File: src/design/plir_pkg.sv
// ----------------------------------------------------------------------------
// plir_pkg: shared types for the positional insert/read list
// Beat payloads, cell control bundle, operation and error codes.
// ----------------------------------------------------------------------------
`default_nettype none

package plir_pkg;

	localparam int CAPACITY_DEF = 64;
	localparam int DATA_W       = 32;
	localparam int POS_W        = 7;
	localparam int CNT_OUT_W    = 7;
	localparam int GROUP        = 8;

	typedef enum logic {
		MODE_INSERT = 1'b0,
		MODE_READ   = 1'b1
	} mode_t;

	typedef enum logic [1:0] {
		ERR_OK       = 2'd0,
		ERR_POSITION = 2'd1,
		ERR_FULL     = 2'd2
	} err_t;

	typedef struct packed {
		mode_t                     mode;
		logic [POS_W-1:0]          position;
		logic signed [DATA_W-1:0]  value;
	} cmd_t;

	typedef struct packed {
		logic signed [DATA_W-1:0]  read_value;
		logic [CNT_OUT_W-1:0]      count;
		logic                      empty_res;
		err_t                      error;
	} res_t;

	// broadcast to every cell in the chain
	typedef struct packed {
		logic                      ins;
		logic                      rd;
		logic [POS_W-1:0]          idx;
		logic [DATA_W-1:0]         value;
	} cell_ctl_t;

endpackage

`default_nettype wire

File: src/design/plir_cell.sv
// ----------------------------------------------------------------------------
// plir_cell: one slot of the list
// Holds, loads the new value, or takes its left neighbor's value on insert;
// presents its slot on the read lanes when selected.
// ----------------------------------------------------------------------------
`default_nettype none

module plir_cell #(
	parameter int IDX = 0
) (
	input  wire logic                       clk,
	input  wire plir_pkg::cell_ctl_t        ctl,
	input  wire logic [plir_pkg::DATA_W-1:0] left,
	output logic [plir_pkg::DATA_W-1:0]      slot,
	output logic [plir_pkg::DATA_W-1:0]      rd_lane
);

	logic [plir_pkg::DATA_W-1:0] slot_q;
	logic [plir_pkg::DATA_W-1:0] rd_s1;
	logic                        hit;
	logic                        above;

	assign hit   = (IDX == int'(ctl.idx));
	assign above = (IDX > int'(ctl.idx));

	always_ff @(posedge clk) begin
		if (ctl.ins) begin
			if (hit) begin
				slot_q <= ctl.value;
			end else if (above) begin
				slot_q <= left;
			end
		end
		rd_s1 <= (ctl.rd && hit) ? slot_q : '0;
	end

	assign slot    = slot_q;
	assign rd_lane = rd_s1;

endmodule

`default_nettype wire

File: src/design/plir_rd_tree.sv
// ----------------------------------------------------------------------------
// plir_rd_tree: read collection
// ORs the masked read lanes of all cells, one registered level per group.
// ----------------------------------------------------------------------------
`default_nettype none

module plir_rd_tree #(
	parameter int CAPACITY = plir_pkg::CAPACITY_DEF
) (
	input  wire logic                        clk,
	input  wire logic [plir_pkg::DATA_W-1:0] lane [CAPACITY],
	output logic [plir_pkg::DATA_W-1:0]      rd
);

	localparam int NGRP = (CAPACITY + plir_pkg::GROUP - 1) / plir_pkg::GROUP;

	logic [plir_pkg::DATA_W-1:0] grp_or [NGRP];
	logic [plir_pkg::DATA_W-1:0] grp_s2 [NGRP];

	always_comb begin
		for (int g = 0; g < NGRP; g++) begin
			grp_or[g] = '0;
			for (int k = 0; k < plir_pkg::GROUP; k++) begin
				if (g * plir_pkg::GROUP + k < CAPACITY) begin
					grp_or[g] = grp_or[g] | lane[g * plir_pkg::GROUP + k];
				end
			end
		end
	end

	always_ff @(posedge clk) begin
		for (int g = 0; g < NGRP; g++) begin
			grp_s2[g] <= grp_or[g];
		end
	end

	always_comb begin
		rd = '0;
		for (int g = 0; g < NGRP; g++) begin
			rd = rd | grp_s2[g];
		end
	end

endmodule

`default_nettype wire

File: src/design/positional_list_insert_read.sv
// A result beat is registered through the cell read register, the group OR
// register and the result register after the command beat is accepted.
// One command in flight at a time: cmd_ready is low until its result is taken.
// An insert loads its cell and shifts each cell above it on the accept edge.
// Reset: arst_n clears the element count and all handshake state; slot contents
// stay undefined until written, and never-written slots are never read.
// ----------------------------------------------------------------------------
// positional_list_insert_read: ordered list with positional insert and read
// Chain of slot cells with a shared control broadcast and OR read collection.
// ----------------------------------------------------------------------------
`default_nettype none

module positional_list_insert_read #(
	parameter int CAPACITY = plir_pkg::CAPACITY_DEF
) (
	input  wire logic           clk,
	input  wire logic           arst_n,
	input  wire logic           cmd_valid,
	output logic                cmd_ready,
	input  wire plir_pkg::cmd_t cmd,
	output logic                res_valid,
	input  wire logic           res_ready,
	output plir_pkg::res_t      res
);

	localparam int CNT_W = $clog2(CAPACITY + 1);
	localparam int CW    = ((CNT_W > plir_pkg::POS_W) ? CNT_W : plir_pkg::POS_W) + 1;

	logic [CNT_W-1:0]            count_q;
	logic                        busy_q;
	logic                        v_s1;
	logic                        v_s2;
	logic                        res_valid_q;
	plir_pkg::res_t              res_q;
	plir_pkg::res_t              meta_s1;
	plir_pkg::res_t              meta_s2;

	logic                        acc;
	logic [CW-1:0]               pos_w;
	logic [CW-1:0]               cnt_w;
	plir_pkg::err_t              err;
	logic [CNT_W-1:0]            count_nxt;
	plir_pkg::cell_ctl_t         ctl;
	logic [plir_pkg::DATA_W-1:0] slot    [CAPACITY];
	logic [plir_pkg::DATA_W-1:0] rd_lane [CAPACITY];
	logic [plir_pkg::DATA_W-1:0] rd_val;

	assign cmd_ready = !busy_q;
	assign acc       = cmd_valid && cmd_ready;
	assign pos_w     = CW'(cmd.position);
	assign cnt_w     = CW'(count_q);

	always_comb begin
		err = plir_pkg::ERR_OK;
		unique case (cmd.mode)
			plir_pkg::MODE_INSERT: begin
				if (cmd.position == '0 || pos_w > cnt_w + CW'(1)) begin
					err = plir_pkg::ERR_POSITION;
				end else if (count_q == CNT_W'(CAPACITY)) begin
					err = plir_pkg::ERR_FULL;
				end
			end
			plir_pkg::MODE_READ: begin
				if (cmd.position == '0 || pos_w > cnt_w) begin
					err = plir_pkg::ERR_POSITION;
				end
			end
			default: err = plir_pkg::ERR_POSITION;
		endcase
	end

	always_comb begin
		ctl.ins   = acc && cmd.mode == plir_pkg::MODE_INSERT && err == plir_pkg::ERR_OK;
		ctl.rd    = acc && cmd.mode == plir_pkg::MODE_READ && err == plir_pkg::ERR_OK;
		ctl.idx   = cmd.position - plir_pkg::POS_W'(1);
		ctl.value = cmd.value;
		count_nxt = ctl.ins ? count_q + CNT_W'(1) : count_q;
	end

	for (genvar i = 0; i < CAPACITY; i++) begin : g_cell
		if (i == 0) begin : g_head
			plir_cell #(.IDX(i)) u_cell (
				.clk     (clk),
				.ctl     (ctl),
				.left    ('0),
				.slot    (slot[i]),
				.rd_lane (rd_lane[i])
			);
		end else begin : g_body
			plir_cell #(.IDX(i)) u_cell (
				.clk     (clk),
				.ctl     (ctl),
				.left    (slot[i-1]),
				.slot    (slot[i]),
				.rd_lane (rd_lane[i])
			);
		end
	end

	plir_rd_tree #(.CAPACITY(CAPACITY)) u_rd_tree (
		.clk  (clk),
		.lane (rd_lane),
		.rd   (rd_val)
	);

	always_ff @(posedge clk or negedge arst_n) begin
		if (!arst_n) begin
			count_q     <= '0;
			busy_q      <= 1'b0;
			v_s1        <= 1'b0;
			v_s2        <= 1'b0;
			res_valid_q <= 1'b0;
		end else begin
			count_q <= count_nxt;
			v_s1    <= acc;
			v_s2    <= v_s1;
			if (acc) begin
				busy_q <= 1'b1;
			end else if (res_valid_q && res_ready) begin
				busy_q <= 1'b0;
			end
			// hold the result until its beat goes out
			if (v_s2) begin
				res_valid_q <= 1'b1;
			end else if (res_ready) begin
				res_valid_q <= 1'b0;
			end
		end
	end

	always_ff @(posedge clk) begin
		if (acc) begin
			meta_s1.read_value <= '0;
			meta_s1.count      <= plir_pkg::CNT_OUT_W'(count_nxt);
			meta_s1.empty_res  <= (count_nxt == '0);
			meta_s1.error      <= err;
		end
		if (v_s1) begin
			meta_s2 <= meta_s1;
		end
		if (v_s2) begin
			res_q.read_value <= rd_val;
			res_q.count      <= meta_s2.count;
			res_q.empty_res  <= meta_s2.empty_res;
			res_q.error      <= meta_s2.error;
		end
	end

	assign res_valid = res_valid_q;
	assign res       = res_q;

	a_pipe_advance: assert property (@(posedge clk) disable iff (!arst_n)
		v_s1 |=> v_s2 && !v_s1)
		else $error("pipeline stage 1 did not advance");

	a_one_in_flight: assert property (@(posedge clk) disable iff (!arst_n)
		$onehot0({v_s1, v_s2, res_valid_q}))
		else $error("more than one command in flight");

	a_insert_count: assert property (@(posedge clk) disable iff (!arst_n)
		ctl.ins |=> count_q == $past(count_q) + CNT_W'(1))
		else $error("count did not advance on insert");

	a_count_bound: assert property (@(posedge clk) disable iff (!arst_n)
		count_q <= CNT_W'(CAPACITY))
		else $error("count exceeds capacity");

	a_err_zero_read: assert property (@(posedge clk) disable iff (!arst_n)
		res_valid_q && res_q.error != plir_pkg::ERR_OK |-> res_q.read_value == '0)
		else $error("failed command carries read data");

endmodule

`default_nettype wire
File: config.mk
export PLATFORM = sky130hd
export DESIGN_NAME = positional_list_insert_read
export DESIGN_NICKNAME = d
export VERILOG_FILES = /design/src/design/plir_pkg.sv /design/src/design/plir_cell.sv /design/src/design/plir_rd_tree.sv /design/src/design/positional_list_insert_read.sv
export SDC_FILE = /design/constraint.sdc
export NUM_CORES = 2
export LEC_CHECK = 0
export BUFFER_PORTS_ARGS = -buffer_cell sky130_fd_sc_hd__buf_2
export CORE_UTILIZATION = 60
export CTS_CLUSTER_SIZE = 40
export DETAILED_ROUTE_END_ITERATION = 16
export PLACE_DENSITY = 0.74
export SETUP_SLACK_MARGIN = 0.3
export SYNTH_ARGS = -nofsm -noshare
export SYNTH_HDL_FRONTEND = slang
export SYNTH_SLANG_ARGS = --single-unit
export TNS_END_PERCENT = 20
File: constraint.sdc
create_clock -name clk -period 9.6 [get_ports clk]
set_input_delay 1.44 -clock clk [delete_from_list [all_inputs] [get_ports clk]]
set_output_delay 1.44 -clock clk [all_outputs]
set_load 0.01 [all_outputs]
Yosys cells after proc, flatten, opt, wreduce, memory -nomap -nowiden
Memory sizes are Yosys's and may differ from the RTL's.
Cells that the tools add are included.
Word-level totals
  bits of input ports: 44
  memories kept: 1
  word-level logic and storage cells: 681
  bits in registers: 4169
  output and inout bits: 44
  bits in writable memories: 256
Memory list
  u_rd_tree.grp_s2: words 8, bits a word 32, rd ports 8, clocked after Yosys merged registers in 0, write ports 8, RTL line plir_rd_tree.sv:18  | logic [plir_pkg::DATA_W-1:0] grp_s2 [NGRP];
Cells by class
  equality and inequality tests: 64
  order comparisons: 65
  multiplexer cells: 135
  reduce and logical (&&, ||, !) cells: 206
  bitwise logic cells: 64
  add/sub/neg operators: 3
Operators by type and width (number)
  $mux 32: 126
  $or 32x32->32: 63
  $eq 7x7->1 const A: 32
  $gt 6x7->1 const A: 32
  $reduce_bool 2->1: 65
  $reduce_and 2->1: 64
  $eq 6x7->1 const A: 16
  $gt 5x7->1 const A: 16
  $logic_and 1x1->1: 70
  $eq 5x7->1 const A: 8
  $gt 4x7->1 const A: 8
  $eq 4x7->1 const A: 4
  $gt 3x7->1 const A: 4
  $logic_not 7->1: 3
  $eq 3x7->1 const A: 2
  $gt 2x7->1 const A: 2
  $add 7x1->8 const B: 1
  $gt 7x8->1: 1
  $add 7x1->7 const B: 1
  $eq 2x7->1 const A: 1
  $eq 7x7->1 const B: 1
  $gt 1x7->1 const A: 1
  $gt 7x7->1: 1
  $mux 7: 1
  8 further kinds: 14

Depth between registers and ports, before layout
  depth after elaboration: 9
  depth in mapped cells: 14
  mapped depth without buffers: 12

Worst setup path before layout
Ideal clock, no wire load.
  path kind: input port to flip-flop
  start point: input port cmd_valid
  end point: register g_cell[3].g_body.u_cell.slot_q (netlist bit g_cell[3].g_body.u_cell.slot[0]), enable pin
  stages on the path: 8
  path buffers: 2
  library setup time: 0.461 ns
  arrival time: 5.646 ns
  data required time: 9.139 ns
  setup slack: 3.493 ns
  cells stage by stage: nor2b_1 > a21boi_1 > and3b_1 > a21bo_2 > clkbuf_1 > or3_1 > clkbuf_1 > nor3_1
On the way
  longest elaborated chain between the ends: 4
RTL lines
  start: declaration: RTL line positional_list_insert_read.sv:18  | input wire logic cmd_valid,
  $logic_and 1x1->1: RTL line positional_list_insert_read.sv:49  | assign acc = cmd_valid && cmd_ready;
  $logic_and 1x1->1 (2 in a row): RTL line positional_list_insert_read.sv:73  | ctl.ins = acc && cmd.mode == plir_pkg::MODE_INSERT && err == plir_pkg::ERR_OK;
  $reduce_and 2->1 (no line)
  end signal: assignment: RTL line plir_cell.sv:29  | slot_q <= ctl.value;
  end signal: assignment: RTL line plir_cell.sv:31  | slot_q <= left;
  end: declaration: RTL line plir_cell.sv:18  | logic [plir_pkg::DATA_W-1:0] slot_q;
Every way passes these cells.
A chain may end at the register's enable or synchronous reset.

Final worst setup path
  start point: input port cmd[32] (netlist bit)
  end point: register g_cell[23].g_body.u_cell.slot_q (netlist bit g_cell[23].g_body.u_cell.slot[14]), enable pin
On the way
  longest elaborated chain between the ends: 7
  elaborated cells on any way between the ends: 15
  those cells by class: add/sub: 1; order compare: 3; eq/ne: 1; mux: 3; reduce/logical: 7
RTL lines
  start: declaration: RTL line positional_list_insert_read.sv:20  | input wire plir_pkg::cmd_t cmd,
  parallel branches: the longest is 6 deep, another holds $sub 7x1->7
  $reduce_and 2->1 (no line) *
  end signal: assignment: RTL line plir_cell.sv:29
  end signal: assignment: RTL line plir_cell.sv:31
  end: declaration: RTL line plir_cell.sv:18
Every way passes the cells marked *.

==> results by group <==
GRT
  – GR Util All Layers: 0.327
  – Total congestion overflow: 0
  – First-pass GRT wire length: 673 mm
  – Vias in the first global route: 106k
  – Maximum number of pins on one net before global-route repair: 240
  – Initial antenna violation count: 35

Cells and area
  – Filler instances: 18.9k
  – Layout cells sized above 1: 0.214
  – P&R area growth vs syn: 10.7%
  – Final instance area: 181000 um2
  – Commonest non-fill, non-tap cell in the layout: dfxtp_1
  – Layout Utilization: 0.668
  – FF+latch area: 110000 um2
  – Multi-input logic area: 50100 um2
  – Fin cells: 16.5k
  – Post-layout nets: 12.7k
  – Leading cell types in the layout, fill and taps excluded: dfxtp_1 (2304), edfxtp_1 (2110), mux2_2 (1640)

Routing
  – Pre-antenna DRT Iters: 6
  – # DRC: 0
  – Routed WL: 453 mm
  – Vias/cell: 6.50
  – Vias: 108k
  – Initial DRC Count: 12.8k
  – ANT nets after route: 0
  – Drt wl/cell: 27.4 um

Logic synthesis
  – Register area share after synthesis: 0.672
  – Synth unique cells: 45
  – Synth Flop Type: dfxtp_1
  – Async S/R FF share, synth: 0.00249
  – Post-synthesis cell area: 163000 um2
  – Synth top area share: 0.388
  – Flops & latches, synth: 4425
  – Count of warnings emitted by yosys: 0
  – Post-synth EDFFs: 2110
  – Post-synth top area cell: edfxtp_1
  – Cells after Synth: 13.1k
  – Post-Syn Nets: 13.2k
  – Synth area leaders: edfxtp_1 (39%), dfxtp_1 (28%), mux2_2 (11%)
  – Mean Syn Cell Area: 12.4 um2

Clocking
  – Clk slew on worst S/H paths: 0.06 ns
  – Hold Buf Count CTS: 0
  – Post-CTS Resized: 0
  – Clock Path Buffers: 4
  – Clock Latency Late Sink: 0.95 ns
  – Clock buffers created by TritonCTS: 425
  – Post-CTS Setup Inserts: 0
  – Clock sinks: 4425
  – Clock root cell: clkbuf_16
  – CTS tree: yes
  – H-tree level count: 5

Timing
  – Final worst path period share: 0.607
  – Final hold slack: 0.382 ns
  – RSZ-0062 raised after global routing: no
  – Min cycle time layout: 5.83 ns
  – Final setup fails: 0
  – Highest clock rate: 172 MHz
  – Post-Route Skew: 0.0577 ns
  – Final WS setup: 3.77 ns
  – Max_slew headroom: -0.0220
  – Fin Setup TNS: 0 ns
  – Final-report hold violation count: 0
  – Final Slew Violations: 2
  – Worst Max-Slew Pin Slew: 1.52 ns

Worst setup path
  – R2r setup slk: 4.47 ns
  – Crit path largest cell delay: 1.07 ns
  – Cell family with most CP delay: simple AND/OR/NAND/NOR gates
  – Startpoint types: input pin
  – R2R cell count: 11
  – WP buf/inv: 2
  – Setup CP Type: in -> reg
  – RR Endpoint: g_cell[52].g_body.u_cell.slot[19]$_DFFE_PP_
  – CP cell instances: buf_2, inv_1, ha_1, nor3b_2, nand2_1, xor2_1, nand2_2, or2_2, a21oi_4
  – Crit-path slowest cell: a21oi_4
  – Critical path capture point type: flip-flop
  – Reg2reg start: count_q[0]$_DFF_PN0_
  – Critical Path RT: 10.10 ns
  – Critical path data arrival time: 6.33 ns
  – CP Max Fanout: 32

Power
  – Design Power: 38.0 mW
  – Internal Power: 29.7 mW
  – PD cells: 210 nW/um2
  – Leakage power: 62.6 nW
  – Net Sw Frac: 0.218
  – Sequential power share: 0.521
  – Maximum VDD drop: 0.170 mV
  – Comb power frac: 0.036
  – Clock power frac: 0.443
  – Net Switching: 8.29 mW

Floorplan
  – Core ar.: 271000 um2
  – Chip width: 524 um
  – Starting density of the core: 0.604
  – Die Height: 524 um
  – IO Count: 88
  – Num rows: 191
  – Area of the die: 274000 um2

Run
  – Max_cap viols: 1

Hold path
  – Worst Hold End: u_rd_tree.grp_s2[1][70]$_DFF_P_
  – WHS Path Cells: 2
  – Worst min path class: reg -> reg
  – Hold Path Origin: g_cell[52].g_body.u_cell.rd_lane[6]$_SDFF_PN0_

Placed design
  – Area after detailed placement: 167000 um2
  – Port Buffers: 87
  – Gpl congestion: 0.909
  – Cell total after placement: 15.7k
  – Dpl ws: 2.94 ns
  – HPWL Detailed: 258 mm

Run status
  – Failing checks: max-capacitance violations, max-slew violations
  – Outcome: complete, but fails checks
==> cell families after synthesis <==
kind of cell	count (synthesis)	synth area share
simple gates	5521	0.169
fa+ha+maj	21	0.00161
mux	1792	0.123
buf+inv	1284	0.0304
compound gates	81	0.00269
flops	4425	0.672
xor+xnor	18	0.00101
==> routing by layer <==
metal / part of all wire / global-route usage / vias to the layer above
met1: 0.38 / 0.428 / 54000
li1: - / - / 47000
met4: 0.062 / 0.183 / 12
met5: 0.00017 / 0 / -
met3: 0.091 / 0.0514 / 1122
met2: 0.47 / 0.521 / 5471
==> worst max path at each step <==
stage / from / endpoint / slack [ns] / cells after the start
detailed placement: cmd[32] / g_cell[23].g_body.u_cell.slot[17]$_DFFE_PP_ / 2.94 / 9
floorplan: cmd_valid / g_cell[3].g_body.u_cell.slot[0]$_DFFE_PP_ / 3.49 / 8
CTS: cmd[32] / g_cell[23].g_body.u_cell.slot[28]$_DFFE_PP_ / 3.90 / 9
global route: cmd[32] / g_cell[23].g_body.u_cell.slot[28]$_DFFE_PP_ / 3.61 / 9
finish: cmd[32] / g_cell[23].g_body.u_cell.slot[14]$_DFFE_PP_ / 3.77 / 9
global placement: cmd[32] / g_cell[5].g_body.u_cell.slot[2]$_DFFE_PP_ / 3.16 / 10
==> tightest hold or removal path, cell delays in order (launching register included) <==
cell and delay (ns):
dfxtp_1 0.30, nor4_1 0.05, nand2_1 0.05
==> flip-flops by register name (all words and copies together) (netlist names) <==
signal,flops
u_rd_tree.grp_s2,256
v_s2,1
count_q,7
g_cell.g_head.u_cell.rd_lane,32
g_cell.g_body.u_cell.rd_lane,2016
res_valid,1
g_cell.g_head.u_cell.slot,32
meta_s1,10
res,42
meta_s2,10
v_s1,1
g_cell.g_body.u_cell.slot,2016
busy_q,1
==> layout make-up <==
type | instances | share of cell area
sequential | 4425 | 0.607
multi-input combinational | 7433 | 0.277
clock buffer | 613 | 0.0688
tap | 3570 | 0.0247
timing repair buffer | 290 | 0.0127
clock inverter | 184 | 0.00949
inverter | 17 | 0.000353
antenna | 11 | 0.000152
==> synthesized netlist by cell type, types with 2 or more instances <==
library cell,count
dfxtp_1,2304
edfxtp_1,2110
mux2_2,1640
nand3_1,1564
nor3_1,1541
clkbuf_1,1019
nand2_1,1002
nor4_1,579
nor2_1,245
and3_1,238
nand4_1,208
mux2_1,152
buf_1,126
buf_2,122
and2_1,93
a21oi_1,56
ha_1,21
inv_1,17
xnor2_1,14
nand3_2,13
o21ai_0,13
dfrtp_1,11
nand2b_1,11
or3_1,6
nor3_2,5
nor2_2,4
a31oi_1,3
nor2_4,3
nor2b_1,3
xor2_1,3
a21o_1,2
==> power by group through the flow <==
| stage | Combinational [mW] | Sequential, mW | Clock, mW |
|---|---|---|---|
| after floorplan | 0.818 | 20.2 | 0 |
| after global placement | 1.29 | 20.2 | 0 |
| after detailed placement | 1.31 | 20.2 | 0 |
| after CTS | 1.32 | 19.8 | 16.9 |
| after global routing | 1.41 | 19.8 | 17.6 |
| final | 1.35 | 19.8 | 16.8 |
No activity file was read; power rests on OpenSTA's default activity.
